==> src/hdl/cmld_pkg.sv <==
`timescale 1ns / 1ps
`default_nettype none
// ----------------------------------------------------------------------------
// cmld_pkg
// shared widths, register codes and the front-to-back transaction type
// ----------------------------------------------------------------------------
package cmld_pkg;
	localparam int COORD_BITS = 16;
	localparam int MAX_CHAIN  = 4096;
	localparam int DIST_BITS  = 27;
	localparam int IDX_BITS   = 12;
	localparam int CNT_BITS   = $clog2(MAX_CHAIN);
	localparam int DIFF_BITS  = COORD_BITS + 1;
	localparam int CROSS_BITS = 2 * DIFF_BITS + 1;
	localparam int NUM_BITS   = 2 * (CROSS_BITS + 8);
	localparam int LEN_BITS   = 2 * DIFF_BITS + 1;
	localparam int QUO_BITS   = NUM_BITS;
	localparam int ROOT_BITS  = QUO_BITS / 2;
	localparam int QCAP_BITS  = 2 * (DIST_BITS - 1) + 2;
	localparam logic [DIST_BITS-2:0] DIST_CAP = '1;
	localparam logic [1:0] REG_START_X = 2'd0;
	localparam logic [1:0] REG_START_Y = 2'd1;
	localparam logic [1:0] REG_END_X   = 2'd2;
	localparam logic [1:0] REG_END_Y   = 2'd3;

	typedef struct packed {
		logic signed [DIST_BITS-1:0] distance;
		logic                        last;
	} dist_item_t;
endpackage
`default_nettype wire

==> src/hdl/cmld_queue.sv <==
`timescale 1ns / 1ps
`default_nettype none
// ----------------------------------------------------------------------------
// cmld_queue
// two-entry queue between the distance unit and the maximum tracker
// ----------------------------------------------------------------------------
module cmld_queue (
	input  wire                  clk,
	input  wire                  arst_n,
	input  wire                  in_valid,
	output logic                 in_ready,
	input  cmld_pkg::dist_item_t in_item,
	output logic                 out_valid,
	input  wire                  out_ready,
	output cmld_pkg::dist_item_t out_item
);
	import cmld_pkg::*;

	dist_item_t mem_q [2];
	logic wp_q, rp_q;
	logic [1:0] cnt_q;
	logic push, pop;

	assign in_ready  = (cnt_q != 2'd2);
	assign out_valid = (cnt_q != 2'd0);
	assign out_item  = mem_q[rp_q];
	assign push = in_valid && in_ready;
	assign pop  = out_valid && out_ready;

	always_ff @(posedge clk) begin
		if (push) mem_q[wp_q] <= in_item;
	end

	always_ff @(posedge clk or negedge arst_n) begin
		if (!arst_n) begin
			wp_q <= 1'b0;
			rp_q <= 1'b0;
			cnt_q <= 2'd0;
		end else begin
			if (push) wp_q <= !wp_q;
			if (pop) rp_q <= !rp_q;
			cnt_q <= cnt_q + {1'b0, push} - {1'b0, pop};
		end
	end
endmodule
`default_nettype wire

==> config.mk <==
export PLATFORM = sky130hd
export DESIGN_NAME = cmld_queue
export DESIGN_NICKNAME = d
export VERILOG_FILES = /design/src/hdl/cmld_pkg.sv /design/src/hdl/cmld_queue.sv
export SDC_FILE = /design/constraint.sdc
export NUM_CORES = 1
export LEC_CHECK = 0
export ABC_AREA = 1
export ABC_CLOCK_PERIOD_IN_PS = 2600
export BUFFER_PORTS_ARGS = -buffer_cell sky130_fd_sc_hd__buf_4
export CORE_AREA = 8 8 86 96
export CTS_CLUSTER_SIZE = 40
export DETAILED_ROUTE_END_ITERATION = 8
export DIE_AREA = 0 0 94 104
export PLACE_DENSITY_LB_ADDON = 0.25
export SETUP_SLACK_MARGIN = 0.05
export SLEW_MARGIN = 40
export SYNTH_ARGS = -nofsm -noshare
export SYNTH_HDL_FRONTEND = slang
export SYNTH_SLANG_ARGS = --single-unit
==> constraint.sdc <==
create_clock -name clk -period 2.6 [get_ports clk]
set_input_delay 0.52 -clock clk [delete_from_list [all_inputs] [get_ports clk]]
set_output_delay 0.52 -clock clk [all_outputs]
set_load 0.03 [all_outputs]
==> impl_results.md <==
- Layout area overhead: 35.3%
- Hold_sp: in_item[3]
- Syn. warnings: 0
- Slew margin rel.: 66.6%
- Post-synth net total: 211
- WS Path Type: flop to output port
- Worst skew pair latency: 0.33 ns
- Crit share post-route: 75.8%
- Post-Syn Area: 2270 sq um
- Syn avg cell area: 12.8 sq um
- Multi-input logic area: 429 sq um
- Worst r2r dst: mem_q[1][7]$_DFFE_PP_
- Max Cap Viol: 0
- Die H: 104 um
- Synth unique cells: 16
- Post-Route WL: 4570 um
- CORE AREA: 6730 sq um
- Gr ovfl total: 0
- DRT iter0 DRCs: 40
- CP endpoint kind: output port
- Fin Setup TNS: 0 ns
- H-tree levels: 3
- Hold EP: mem_q[1][3]$_DFFE_PP_
- Vias in the first global route: 1,541
- CTS buffer count: 9
- VDD IR max: 0.000691 V
- Sequential cell area: 1780 sq um
- Status: finished clean
- Most used cell, CP: nand2_1
- CTS Sinks: 60
- CP bufs+invs: 2
- Total GRT Usage: 10.1%
- DRT Pass-1 Iters: 4
- Critical Path Source Type: flop
- Share of Yosys cell area claimed by the top area cell type: 74.0%
- Crit-path max cell delay: 0.38 ns
- Largest cells by area after synthesis: edfxtp_1 74%, nand2_1 15%, dfrtp_1 4.4%, buf_4 1.3%, inv_1 0.99%
- CTS Root Cell: clkbuf_8
- Post-cts resize count: 0
- Seq/Total Area, Yosys: 78.4%
- Die area: 9780 sq um
- Final setup violation count: 0
- Non-Filler Instances: 339
- Largest net degree at the start of global routing: 30
- WP data arrival: 1.45 ns
- Fillers: 634
- Via count: 1,418
- Worst min path class: input port to flop
- R2r startpoint: cnt_q[1]$_DFF_PN0_
- Die X: 94 um
- Drt drc: 0
- Count of placed standard cells including taps: 322
- CTS tree: built
- Cell Area, Placed: 2840 sq um
- Worst-path maximum fanout: 29
- Crit-path slowest cell: dfrtp_1
- Ant diodes: 0
- RSZ-0062 raised after global routing: no
- Routability Congestion: 0.666
- First-pass GRT wire length: 7380 um
- Synthesized instance count: 178
- Initial Util: 33.8%
- Final Skew: 0.00680 ns
- Power Total: 3.97 mW
- Reg2Reg Setup Slack: 0.98 ns
- Layout cells sized above 1: 33.5%
- Worst-margin pin slew: 0.500 ns
- Final Max Tran Viols: 0
- DRT antenna net count: 0
- Layout net count: 282
- Worst hold slack: 0.374 ns
- Peak Freq: 0.508 GHz
- PD cells: 1290 nW/um^2
- Post-Layout Inst Area: 3080 sq um
- Drt via density: 4.18
- # IOs: 62
- Worst R2R Path Depth: 4
- Buffers on Ports: 61
- Leak: 1.34 nW
- # rows: 32
- Reg clk slew, reported paths: 0.06 ns
- Critical Path RT: 2.08 ns
- Crit-path leading delay family: buffers and inverters
- Minimum clock period after layout: 1.97 ns
- Post-synth top area cell: edfxtp_1
- Hold-critical path depth: 1
- Critical path cell sequence: inv_2 > nand2_1 > nand2_1 > buf_4
- Clock Path Buffers: 2
- Initial antenna violation count: 0
- Drt wl/cell: 13.5 um
- DPL Wire Length: 3130 um
- Hold Violations, Final: 0
- Yosys reg bits: 60
[final cells by class]
type / count / share of cell area [%]
flip-flops and latches: 60 / 57.9
repair buffers: 66 / 16.2
multi-input cells: 104 / 13.9
clock buffers: 11 / 4.27
well taps: 85 / 3.46
clock inverters: 5 / 3.25
inverters: 8 / 0.976
[cells by family (layout without fill, tap and decap cells)]
group | after synthesis | after routing | synth area share, %
xor gates and xnor gates | 1 | 1 | 0.385
adders and majority gates | 1 | 1 | 0.550
and+or+nand+nor | 100 | 100 | 17.0
buffers and inverters | 14 | 90 | 3.30
AOI/OAI and AO/OA | 2 | 2 | 0.440
DFF | 60 | 60 | 78.4
[cell usage after synthesis]
cell / n
nand2_1: 91
edfxtp_1: 56
inv_1: 6
buf_4: 4
dfrtp_1: 4
nor2_1: 4
inv_2: 2
nand2_2: 2
nand3_1: 2
a21oi_1: 1
buf_6: 1
clkbuf_1: 1
ha_1: 1
nor2_2: 1
o21ai_1: 1
xor2_1: 1
[per-layer routing]
metal  share of wire (%)  global-route usage [%]  up-vias
li1                    -                       -      726
met1                  41                    10.8      634
met2                  46                    15.3       48
met3                  10                    4.77       10
met4                 2.5                    6.81        0
met5                   0                       0        -
[worst max-delay path by stage]
stage | startpoint | endpoint | slack (ns) | cells after the start
after floorplan | cnt_q[1]$_DFF_PN0_ | mem_q[0][0]$_DFFE_PP_ | 0.27 | 3
after global placement | in_valid | mem_q[1][9]$_DFFE_PP_ | 0.89 | 4
after detailed placement | in_valid | mem_q[1][14]$_DFFE_PP_ | 0.87 | 4
after CTS | rp_q$_DFFE_PN0P_ | out_item[11] | 0.58 | 4
after global routing | rp_q$_DFFE_PN0P_ | out_item[17] | 0.42 | 4
final | rp_q$_DFFE_PN0P_ | out_item[5] | 0.63 | 4
[through the flow]
step	util (%)	setup slack (ns)
finish	45.7	0.630
floorplan	-	0.274
CTS	45.7	0.579
detailed placement	42.2	0.869
global placement	42.2	0.890
global route	45.7	0.420
[registers in the layout, summed over array words and instances, names as in the netlist]
register and flops:
wp_q 1, mem_q 56, cnt_q 2, rp_q 1
[worst reg2reg max path: stages (launching register included)]
cell and delay [ns]:
dfrtp_1 0.43, nand2_2 0.13, nand2_2 0.11, nor2_4 0.37
buf_4 0.28
[cell usage in the layout (no fill, tap or decap), types with 2 or more instances in the layout]
| cell | n |
|---|---|
| bufinv_16 | 3 |
| clkinv_2 | 2 |
| clkbuf_8 | 9 |
| buf_4 | 65 |
| dfrtp_1 | 4 |
| inv_1 | 6 |
| nor2_1 | 3 |
| clkbuf_1 | 2 |
| edfxtp_1 | 56 |
| nand3_1 | 2 |
| nor2_4 | 2 |
| nand2_1 | 91 |
| nand2_2 | 2 |
| inv_2 | 2 |
[timing repair]
item / in CTS / in global routing
hold endpoints to repair: 4 / 0
setup buffers: 0 / 0
hold buffers: 1 / 0
[report_power, final]
part,leakage (nW),internal (mW),switching [mW]
registers,0.567,1.32,0.0734
clock network,0.117,0.634,0.341
logic,0.658,0.515,1.09
total,1.34,2.47,1.50
(Power assumes the default switching activity.)
