==> config.mk <==
export PLATFORM = sky130hd
export DESIGN_NAME = cmld_back
export DESIGN_NICKNAME = d
export VERILOG_FILES = /design/src/hdl/cmld_pkg.sv /design/src/hdl/cmld_back.sv
export SDC_FILE = /design/constraint.sdc
export NUM_CORES = 1
export LEC_CHECK = 0
export ABC_AREA = 1
export BUFFER_PORTS_ARGS = -buffer_cell sky130_fd_sc_hd__buf_4
export CORE_AREA = 2 2 99 125
export CTS_CLUSTER_SIZE = 10
export DETAILED_ROUTE_END_ITERATION = 10
export DIE_AREA = 0 0 101 127
export PLACE_DENSITY = 0.87
export SLEW_MARGIN = 0
export SYNTH_ARGS = -nofsm -noshare
export SYNTH_HDL_FRONTEND = slang
export SYNTH_SLANG_ARGS = --single-unit
export TNS_END_PERCENT = 1
==> constraint.sdc <==
create_clock -name clk -period 7.41 [get_ports clk]
set_input_delay 1.482 -clock clk [delete_from_list [all_inputs] [get_ports clk]]
set_output_delay 1.482 -clock clk [all_outputs]
set_load 0.01 [all_outputs]
==> src/hdl/cmld_pkg.sv <==
`timescale 1ns / 1ps
`default_nettype none
// ----------------------------------------------------------------------------
// cmld_pkg
// shared widths, register codes and the front-to-back transaction type
// ----------------------------------------------------------------------------
package cmld_pkg;
	localparam int COORD_BITS = 16;
	localparam int MAX_CHAIN  = 4096;
	localparam int DIST_BITS  = 27;
	localparam int IDX_BITS   = 12;
	localparam int CNT_BITS   = $clog2(MAX_CHAIN);
	localparam int DIFF_BITS  = COORD_BITS + 1;
	localparam int CROSS_BITS = 2 * DIFF_BITS + 1;
	localparam int NUM_BITS   = 2 * (CROSS_BITS + 8);
	localparam int LEN_BITS   = 2 * DIFF_BITS + 1;
	localparam int QUO_BITS   = NUM_BITS;
	localparam int ROOT_BITS  = QUO_BITS / 2;
	localparam int QCAP_BITS  = 2 * (DIST_BITS - 1) + 2;
	localparam logic [DIST_BITS-2:0] DIST_CAP = '1;
	localparam logic [1:0] REG_START_X = 2'd0;
	localparam logic [1:0] REG_START_Y = 2'd1;
	localparam logic [1:0] REG_END_X   = 2'd2;
	localparam logic [1:0] REG_END_Y   = 2'd3;

	typedef struct packed {
		logic signed [DIST_BITS-1:0] distance;
		logic                        last;
	} dist_item_t;
endpackage
`default_nettype wire

==> src/hdl/cmld_back.sv <==
`timescale 1ns / 1ps
`default_nettype none
// ----------------------------------------------------------------------------
// cmld_back
// running maximum, vertex numbering and result register
// ----------------------------------------------------------------------------
module cmld_back (
	input  wire                               clk,
	input  wire                               arst_n,
	input  wire                               in_valid,
	output logic                              in_ready,
	input  cmld_pkg::dist_item_t              in_item,
	output logic                              out_valid,
	input  wire                               out_ready,
	output logic [cmld_pkg::DIST_BITS-1:0]    distance,
	output logic [cmld_pkg::IDX_BITS-1:0]     vertex_index,
	output logic                              chain_done,
	output logic [cmld_pkg::IDX_BITS-1:0]     max_index,
	output logic [cmld_pkg::DIST_BITS-1:0]    max_distance
);
	import cmld_pkg::*;

	logic signed [DIST_BITS-1:0] best_distance_q;
	logic [CNT_BITS-1:0] best_index_q, vertex_count_q;
	logic have_best_q, valid_q;
	logic take, upd;
	logic signed [DIST_BITS-1:0] nb_dist;
	logic [CNT_BITS-1:0] nb_idx;

	assign in_ready  = !valid_q || out_ready;
	assign out_valid = valid_q;
	assign take = in_valid && in_ready;
	assign upd = !have_best_q || (in_item.distance > best_distance_q);
	assign nb_dist = upd ? in_item.distance : best_distance_q;
	assign nb_idx  = upd ? vertex_count_q : best_index_q;

	always_ff @(posedge clk) begin
		if (take) begin
			distance <= in_item.distance;
			vertex_index <= IDX_BITS'(vertex_count_q);
			chain_done <= in_item.last;
			max_index <= in_item.last ? IDX_BITS'(nb_idx) : '0;
			max_distance <= in_item.last ? nb_dist : '0;
		end
	end

	always_ff @(posedge clk or negedge arst_n) begin
		if (!arst_n) begin
			valid_q <= 1'b0;
			best_distance_q <= '0;
			best_index_q <= '0;
			vertex_count_q <= '0;
			have_best_q <= 1'b0;
		end else begin
			if (take) valid_q <= 1'b1;
			else if (out_ready) valid_q <= 1'b0;
			if (take) begin
				if (in_item.last) begin
					best_distance_q <= '0;
					best_index_q <= '0;
					vertex_count_q <= '0;
					have_best_q <= 1'b0;
				end else begin
					best_distance_q <= nb_dist;
					best_index_q <= nb_idx;
					have_best_q <= 1'b1;
					if (vertex_count_q != CNT_BITS'(MAX_CHAIN - 1))
						vertex_count_q <= vertex_count_q + 1'b1;
				end
			end
		end
	end
endmodule
`default_nettype wire

==> flow_metrics.env, run 1 <==
export IMPL_gr_total_overflow=0
export IMPL_grt_usage_pct=23.21
export IMPL_synth_most_common_cell="nand2_1"
export IMPL_max_freq_ghz=0.2171
export IMPL_arrival_ns=4.76
export IMPL_synth_edf_count=79
export IMPL_p_int_uw=1720
export IMPL_via_per_inst=5.211
export IMPL_seq_power_share_pct=39.2
export IMPL_die_height_um=127
export IMPL_setup_viol=0
export IMPL_cts_buffer_depth=2
export IMPL_drtAntennaViolNets=0
export IMPL_postCtsResizedCells=0
export IMPL_syn2layout_area_growth_pct=24.92
export IMPL_fin_tns_setup_ns=0
export IMPL_hold_viol_final=0
export IMPL_outcome="finished, final reports clean"
export IMPL_crit_start="in_item[13]"
export IMPL_crit_family="simple AND/OR/NAND/NOR gates"
export IMPL_antenna_found_initial=0
export IMPL_gp_congestion=0.8229
export IMPL_yosysWarnings=0
export IMPL_dp_hpwl_um=8926
export IMPL_power_frac_comb_pct=23.6
export IMPL_p_sw_share_pct=29.41
export IMPL_timing_rr_end="max_distance[26]"
export IMPL_fill_cells=868
export IMPL_cap_viol_max_count=0
export IMPL_layout_min_cycle_time_ns=4.606
export IMPL_drtPass1Iterations=7
export IMPL_crit_fanout=40
export IMPL_grt_max_degree=81
export IMPL_startpoint_type="primary input"
export IMPL_grt_pass1_vias=4782
export IMPL_io_pins=113
export IMPL_die_area_sq_um=12830
export IMPL_yosys_area_top_type="edfxtp_1"
export IMPL_cts_sinks=132
export IMPL_initial_core_util_pct=54.17
export IMPL_ir_drop_mv=0.1508
export IMPL_worstPathCellList="buf_4 > ha_1 > nand2_1 > nand2_1 > nand2_1 > nand2_1 > nand2_1 > nand2_1 > a21oi_1 > nand2_1 > nand2_1 > nand3_2 > nand2_2 > nand2_1 > nand2_1 > nor2_1"
export IMPL_wirelength_um=14300
export IMPL_clk_pin_slew_ns=0.05
export IMPL_min_delay_start="vertex_count_q[4]"
export IMPL_slew_limit_headroom_pct=31.39
export IMPL_p_clk_share_pct=37.2
export IMPL_synth_flop_cell="edfxtp_1"
export IMPL_synth_area_leaders="edfxtp_1, dfrtp_1, nand2_1"
export IMPL_syn_area_sq_um=6262
export IMPL_ys_seq_elements=132
export IMPL_htree_num_levels=4
export IMPL_drc=0
export IMPL_hold_buffers=0
export IMPL_final_cells=941
export IMPL_fin_util_pct=67.66
export IMPL_rsz0062_at_grt="no"
export IMPL_port_buffers=112
export IMPL_drive_above_1_share_pct=19.93
export IMPL_routedWlPerCell_um=15.19
export IMPL_critPathRequiredTime_ns=7.56
export IMPL_fin_crit_sh_pct=62.15
export IMPL_nets=850
export IMPL_synth_cell_type_count=27
export IMPL_vias=4904
export IMPL_yosysSeqAreaShare_pct=59.06
export IMPL_critPathKind="primary input to flop"
export IMPL_synthArstFlopShare_pct=40.15
export IMPL_first_iter_violations=349
export IMPL_core_area_sq_um=11560
export IMPL_whs_path_depth=0
export IMPL_worst_path_buf_inv=1
export IMPL_r2r_cells=16
export IMPL_r2r_start="best_distance_q[12]"
export IMPL_worstMarginPinSlew_ns=1.029
export IMPL_p_leak_uw=0.003881
export IMPL_end_kind="flop"
export IMPL_cp_slowest_cell="nand2_2"
export IMPL_insertion_delay_ns=0.42
export IMPL_avgSynthCellArea_sq_um=9.196
export IMPL_crit_path_frequent_cell="nand2_1"
export IMPL_synth_common_cells="nand2_1, inv_1, nand3_1"
export IMPL_core_rowCount=44
export IMPL_cts_root_buffer="clkbuf_16"
export IMPL_p_switching_uw=716.5
export IMPL_finClkSkew_ns=0.008888
export IMPL_maxSlewViolCount=0
export IMPL_synth_nets=741
export IMPL_hold_path_end="vertex_index[4]"
export IMPL_antenna_cells=0
export IMPL_dp_cells=909
export IMPL_power_density_nw_per_um2=311.5
export IMPL_worstSetupPathDepth=16
export IMPL_cpPeakStageDelay_ns=1.02
export IMPL_synthCells=681
export IMPL_die_x_um=101
export IMPL_hold_path_class="flop to flop"
export IMPL_tritoncts="built"
export IMPL_postCtsSetupRepairBufs=0
export IMPL_cts_buffers=17
export IMPL_synth_top_area_share_pct=37.88
export IMPL_reg2reg_setup_slack_ns=3.61
export IMPL_grt_pass1_wl_um=22870
## logic make-up (layout without fill, tap and decap cells)
family / count (synthesis) / after routing / share of synthesized area [%]
flip-flops: 132 / 132 / 59.06
adder cells (fa/ha/maj): 28 / 28 / 5.594
AO/OA/AOI/OAI: 29 / 29 / 2.498
AND/OR/NAND/NOR: 367 / 367 / 24.70
XOR/XNOR: 2 / 2 / 0.2798
buffers and inverters: 123 / 245 / 7.872
## worst reg2reg max path: cells and delay by family (launching register included)
| family | cells | cell delay, ns |
|---|---|---|
| AOI/OAI and AO/OA | 1 | 0.19 |
| adders and majority gates | 1 | 0.24 |
| buffers and inverters | 1 | 0.07 |
| DFF | 1 | 0.37 |
| and+or+nand+nor | 13 | 2.68 |
## registers in the layout, summed over array words and instances (netlist names)
| signal | count |
|---|---|
| distance | 27 |
| chain_done | 1 |
| have_best_q | 1 |
| out_valid | 1 |
| max_index | 12 |
| vertex_index | 12 |
| vertex_count_q | 12 |
| max_distance | 27 |
| best_distance_q | 27 |
| best_index_q | 12 |
## power groups by stage
stage	clock [uW]	combinational (uW)	sequential (uW)
6_report	906	575	955
5_1_grt	952	654	966
4_1_cts	912	579	955
3_5_place_dp	0	567	966
3_3_place_gp	0	547	963
2_1_floorplan	0	382	979
## how the worst max path moves through the flow
stage	end	slack (ns)
floorplan	vertex_count_q[6]	3.12
global placement	max_index[9]	2.54
detailed placement	max_distance[26]	2.46
CTS	max_distance[26]	2.82
global route	max_distance[26]	2.59
finish	max_distance[26]	2.80
## stage by stage
stage / worst slack [ns] / instance area, sq um / power (uW) / hold WS (ns)
after detailed placement: 2.457 / 7182 / 1533 / 0.4486
after global routing: 2.590 / 7823 / 2572 / 0.4663
after global placement: 2.536 / 7182 / 1510 / 0.4505
final: 2.804 / 7823 / 2436 / 0.4628
after floorplan: 3.122 / 6262 / 1361 / 0.4249
after CTS: 2.823 / 7823 / 2446 / 0.4614
## layout by cell type (no fill, tap or decap), types with 2 or more instances in the layout
master,count
nand2_1,195
nor2_1,58
bufinv_16,5
buf_4,115
clkbuf_16,17
clkinv_2,3
nand2_2,13
a21o_1,3
clkbuf_8,2
clkbuf_1,2
edfxtp_1,79
nand3_1,87
ha_1,28
nor3_1,7
dfrtp_1,53
a21oi_1,15
xor2_1,2
inv_1,96
nand4_1,2
clkinv_1,3
o21ai_0,8
## final cells by class
class / instances / area, sq um / area share (%)
Inverter: 98 / 369.1 / 4.718
Clock inverter: 11 / 180.2 / 2.303
Timing Repair Buffer: 115 / 863.3 / 11.04
Sequential cell: 132 / 3699 / 47.28
Clock buffer: 21 / 460.4 / 5.886
Multi-Input combinational cell: 426 / 2078 / 26.57
Tap cell: 138 / 172.7 / 2.207
## routing by layer
layer / global-route usage (%) / up-vias / routed length [um]
met5: 0 / - / 0
li1: - / 2408 / -
met1: 26.82 / 2293 / 5408
met2: 40.35 / 168 / 7711
met4: 10.97 / 0 / 461
met3: 5.525 / 35 / 716
(Power assumes the default switching activity.)
==> run 2, diff against run 1 <==
--- a/config.mk
+++ b/config.mk
@@ -7,11 +7,11 @@
 export LEC_CHECK = 0
 export ABC_AREA = 1
 export BUFFER_PORTS_ARGS = -buffer_cell sky130_fd_sc_hd__buf_4
-export CORE_AREA = 2 2 99 125
+export CORE_AREA = 2 2 104 131
 export CTS_CLUSTER_SIZE = 10
 export DETAILED_ROUTE_END_ITERATION = 10
-export DIE_AREA = 0 0 101 127
-export PLACE_DENSITY = 0.87
+export DIE_AREA = 0 0 106 133
+export PLACE_DENSITY = 0.84
 export SLEW_MARGIN = 0
 export SYNTH_ARGS = -nofsm -noshare
 export SYNTH_HDL_FRONTEND = slang
==> constraint.sdc (replaced) <==
create_clock -name clk -period 4.15 [get_ports clk]
set_input_delay 0.83 -clock clk [delete_from_list [all_inputs] [get_ports clk]]
set_output_delay 0.83 -clock clk [all_outputs]
set_load 0.01 [all_outputs]
==> flow_metrics.env, run 2 (synthesis gave the netlist of run 1 again) <==
export IMPL_initial_core_util_pct=48.19
export IMPL_antenna_cells=0
export IMPL_ir_drop_mv=0.3117
export IMPL_die_x_um=106
export IMPL_route_met2_wl_um=7267
export IMPL_syn2layout_area_growth_pct=24.94
export IMPL_grt_pass1_wl_um=22970
export IMPL_grt_usage_pct=21.05
export IMPL_final_cell_mix="nand2_1, buf_4, inv_1"
export IMPL_worstSetupPathDepth=15
export IMPL_worstMarginPinSlew_ns=1.067
export IMPL_htree_num_levels=4
export IMPL_timing_rr_end="max_distance[16]"
export IMPL_finClkSkew_ns=0.01563
export IMPL_drtAntennaViolNets=0
export IMPL_hold_buffers=0
export IMPL_final_common_cell="nand2_1"
export IMPL_gp_congestion=0.8513
export IMPL_cts_root_buffer="clkbuf_16"
export IMPL_power_density_nw_per_um2=536.0
export IMPL_first_iter_violations=276
export IMPL_vias=4927
export IMPL_insertion_delay_ns=0.42
export IMPL_postCtsSetupRepairBufs=0
export IMPL_crit_family="simple AND/OR/NAND/NOR gates"
export IMPL_worstPathCellList="buf_4 > ha_1 > nand2_1 > nor2_1 > and2_1 > nand2_1 > nand3_1 > nand2_1 > nand3_1 > nand3_2 > nand2_2 > buf_4 > nand2_1 > nand2_1 > nor2_1"
export IMPL_wirelength_um=14160
export IMPL_crit_path_frequent_cell="nand2_1"
export IMPL_antenna_found_initial=0
export IMPL_fin_crit_sh_pct=68.28
export IMPL_nets=854
export IMPL_fin_tns_setup_ns=0
export IMPL_fin_util_pct=60.20
export IMPL_crit_fanout=18
export IMPL_tritoncts="built"
export IMPL_arrival_ns=2.98
export IMPL_r2r_start="best_distance_q[10]"
export IMPL_die_height_um=133
export IMPL_drc=0
export IMPL_postCtsResizedCells=0
export IMPL_critPathRequiredTime_ns=4.29
export IMPL_gr_total_overflow=0
export IMPL_end_kind="flop"
export IMPL_layout_min_cycle_time_ns=2.834
export IMPL_cts_sinks=132
export IMPL_core_rowCount=47
export IMPL_outcome="finished, final reports clean"
export IMPL_via_per_inst=5.038
export IMPL_die_area_sq_um=14100
export IMPL_fill_cells=1078
export IMPL_cap_viol_max_count=0
export IMPL_p_leak_uw=0.003865
export IMPL_dp_hpwl_um=8961
export IMPL_m1WireLength_um=5825
export IMPL_worst_path_buf_inv=2
export IMPL_cpPeakStageDelay_ns=0.36
export IMPL_critPathKind="primary input to flop"
export IMPL_cts_buffers=17
export IMPL_routedWlPerCell_um=14.48
export IMPL_port_buffers=112
export IMPL_startpoint_type="primary input"
export IMPL_max_freq_ghz=0.3529
export IMPL_cp_slowest_cell="nand2_2"
export IMPL_maxSlewViolCount=0
export IMPL_reg2reg_setup_slack_ns=1.47
export IMPL_dr_wl_met3_um=598
export IMPL_hold_path_class="primary input to asynchronous set/reset pin"
export IMPL_rsz0062_at_grt="no"
export IMPL_top_layer="met4"
export IMPL_hold_viol_final=0
export IMPL_io_pins=113
export IMPL_setup_viol=0
export IMPL_cts_buffer_depth=2
export IMPL_top_regs="best_distance_q x27, distance x27, max_distance x27"
export IMPL_drtPass1Iterations=5
export IMPL_grt_pass1_vias=4906
export IMPL_drive_above_1_share_pct=20.45
export IMPL_clk_pin_slew_ns=0.06
export IMPL_slew_limit_headroom_pct=28.70
export IMPL_r2r_cells=15
export IMPL_core_area_sq_um=13000
export IMPL_grt_max_degree=81
==> run 2: area by class of cell <==
class / count / area [sq um] / share of cell area [%]
timing repair buffer: 119 / 893.4 / 11.42
clock buffer: 22 / 465.4 / 5.949
multi-input combinational: 426 / 2078 / 26.56
sequential: 132 / 3699 / 47.27
inverter: 98 / 369.1 / 4.718
clock inverter: 10 / 105.1 / 1.343
tap: 171 / 214.0 / 2.735
==> run 2: routing by layer <==
| metal | vias up | track usage [%] |
|---|---|---|
| met3 | 30 | 4.532 |
| met2 | 155 | 35.84 |
| met1 | 2324 | 24.24 |
| li1 | 2418 | - |
| met4 | 0 | 12.57 |
| met5 | - | 0 |
==> run 2: metrics by stage <==
stage | instances | cell area, sq um | total power [uW] | worst slack, ns | hold slack [ns]
floorplan | 681 | 6262 | 2431 | 0.5138 | 0.4249
global placement | 946 | 7253 | 2719 | 0.9684 | 0.4567
detailed placement | 946 | 7253 | 2761 | 0.9116 | 0.4647
CTS | 978 | 7824 | 4215 | 1.313 | 0.4781
global route | 978 | 7824 | 4431 | 1.078 | 0.4899
finish | 978 | 7824 | 4193 | 1.316 | 0.4647
==> run 2: how the worst max path moves through the flow <==
| stage | startpoint | endpoint | slack (ns) |
|---|---|---|---|
| after global placement | in_item[11] | max_distance[18] | 0.97 |
| after floorplan | out_ready | vertex_count_q[6] | 0.51 |
| after CTS | in_item[11] | max_distance[16] | 1.31 |
| after detailed placement | in_item[11] | max_index[4] | 0.91 |
| after global routing | in_item[11] | max_distance[24] | 1.08 |
| final | in_item[11] | max_distance[16] | 1.32 |
==> run 2: report_power, final <==
group / total, uW / switching, uW / internal (uW)
Sequential: 1710 / 92.4 / 1610
Clock: 1440 / 530 / 912
Combinational: 1040 / 667 / 377
==> run 3, diff against run 2 <==
==> constraint.sdc (replaced) <==
create_clock -name clk -period 2.28 [get_ports clk]
set_input_delay 0.456 -clock clk [delete_from_list [all_inputs] [get_ports clk]]
set_output_delay 0.456 -clock clk [all_outputs]
set_load 0.01 [all_outputs]
==> flow_metrics.env, run 3 (synthesis gave the netlist of run 1 again) <==
export IMPL_ir_drop_mv=0.5664
export IMPL_grt_usage_pct=24.36
export IMPL_grt_max_degree=81
export IMPL_worstMarginPinSlew_ns=0.7345
export IMPL_grt_pass1_wl_um=26410
export IMPL_syn2layout_area_growth_pct=39.72
export IMPL_port_buffers=112
export IMPL_drtAntennaViolNets=0
export IMPL_startpoint_type="flop"
export IMPL_final_cells=1017
export IMPL_finClkSkew_ns=0.008894
export IMPL_hold_viol_final=0
export IMPL_slew_limit_headroom_pct=51.03
export IMPL_core_rowCount=47
export IMPL_antenna_cells=0
export IMPL_die_height_um=133
export IMPL_drc=0
export IMPL_dp_hpwl_um=9703
export IMPL_cap_viol_max_count=0
export IMPL_first_iter_violations=342
export IMPL_dp_cells=971
export IMPL_critPathKind="flop to flop"
export IMPL_end_kind="flop"
export IMPL_die_x_um=106
export IMPL_via_per_inst=5.300
export IMPL_tritoncts="built"
export IMPL_power_density_nw_per_um2=1003
export IMPL_antenna_found_initial=0
export IMPL_hold_ws_ns=0.08435
export IMPL_fin_util_pct=67.32
export IMPL_top_regs="best_distance_q x27, distance x27, max_distance x27"
export IMPL_initial_core_util_pct=48.19
export IMPL_htree_num_levels=4
export IMPL_dp_slack_ns=-0.3289
export IMPL_insertion_delay_ns=0.42
export IMPL_fin_tns_setup_ns=-3.399
export IMPL_vias=5390
export IMPL_final_cell_mix="nand2_1, buf_4, edfxtp_1"
export IMPL_grt_pass1_vias=5463
export IMPL_hold_buffers=0
export IMPL_cts_buffer_depth=2
export IMPL_drtPass1Iterations=5
export IMPL_violations="negative setup slack"
export IMPL_routedWlPerCell_um=17.08
export IMPL_max_freq_ghz=0.4111
export IMPL_gr_total_overflow=0
export IMPL_cts_sinks=132
export IMPL_core_area_sq_um=13000
export IMPL_p_leak_uw=0.004158
export IMPL_setup_viol=46
export IMPL_worst_slack_ns=-0.1527
export IMPL_gp_congestion=0.8598
export IMPL_io_pins=113
export IMPL_die_area_sq_um=14100
export IMPL_wirelength_um=17370
export IMPL_rsz0062_at_grt="yes"
export IMPL_cts_root_buffer="clkbuf_16"
export IMPL_hold_path_class="primary input to asynchronous set/reset pin"
export IMPL_nets=893
export IMPL_arrival_ns=2.59
export IMPL_outcome="finished with violations"
export IMPL_critPathRequiredTime_ns=2.44
export IMPL_crit_fanout=16
export IMPL_fin_crit_sh_pct=106.7
export IMPL_maxSlewViolCount=0
export IMPL_final_common_cell="nand2_1"
export IMPL_layout_min_cycle_time_ns=2.433
export IMPL_drive_above_1_share_pct=35.11
export IMPL_cts_buffers=17
export IMPL_clk_pin_slew_ns=0.06
[run 3: worst max-delay path, stage by stage, from the launching register on]
cell and delay (ns):
dfrtp_1 0.38, inv_2 0.07, ha_4 0.29, nand2_4 0.07, nor2_2 0.18, nand3_2 0.12, buf_4 0.15, inv_1 0.05
nand4_1 0.14, nand3_4 0.20, buf_12 0.19, nand3_1 0.15, nand2_1 0.13, nor2_1 0.05
[run 3: report_power, final]
part           switching [uW]  internal [uW]
combinational            1590           1130
sequential                207           2940
clock                    1050           1860
[run 3: final timing paths]
path / start / end / slack [ns] / depth (start not counted)
min in group clk: in_item[1] / distance[0] / 0.22 / 1
max reg2reg: best_distance_q[14] / max_distance[1] / -0.15 / 13
min reg2reg: vertex_count_q[4] / vertex_index[4] / 0.46 / 0
max in group asynchronous: arst_n / out_valid / 1.69 / 1
min: arst_n / vertex_count_q[3] / 0.08 / 1
max: best_distance_q[14] / max_distance[1] / -0.15 / 13
[run 3: layout make-up]
cell class                 instances  area [sq um]
fill                             903          4247
sequential                       132          3700
multi-input combinational        426          2532
timing repair buffer             158          1290
clock buffer                      20         446.7
inverter                          98         387.9
tap                              171         214.0
clock inverter                    12         178.9
[run 3: metal layers]
| metal | share of wire, % | vias to the layer above | routed length, um | track usage (%) |
|---|---|---|---|---|
| li1 | - | 2501 | - | - |
| met1 | 35 | 2592 | 6134 | 26.05 |
| met2 | 54 | 235 | 9404 | 44.23 |
| met3 | 6.0 | 62 | 1049 | 5.468 |
| met4 | 4.5 | 0 | 778 | 13.08 |
| met5 | 0 | - | 0 | 0 |
[run 3: through the flow]
step	cell area, sq um	power, uW
floorplan	6321	4434
global placement	7548	5111
detailed placement	7548	5206
CTS	8531	8514
global route	8750	9169
finish	8750	8774
[run 3: repair_timing]
| item | in CTS | in global routing |
|---|---|---|
| gates cloned | 3 | 1 |
| resized for setup | 46 | 62 |
| setup buffers | 8 | 7 |
| setup endpoints to repair | 52 | 78 |
| pin swaps | 12 | 17 |
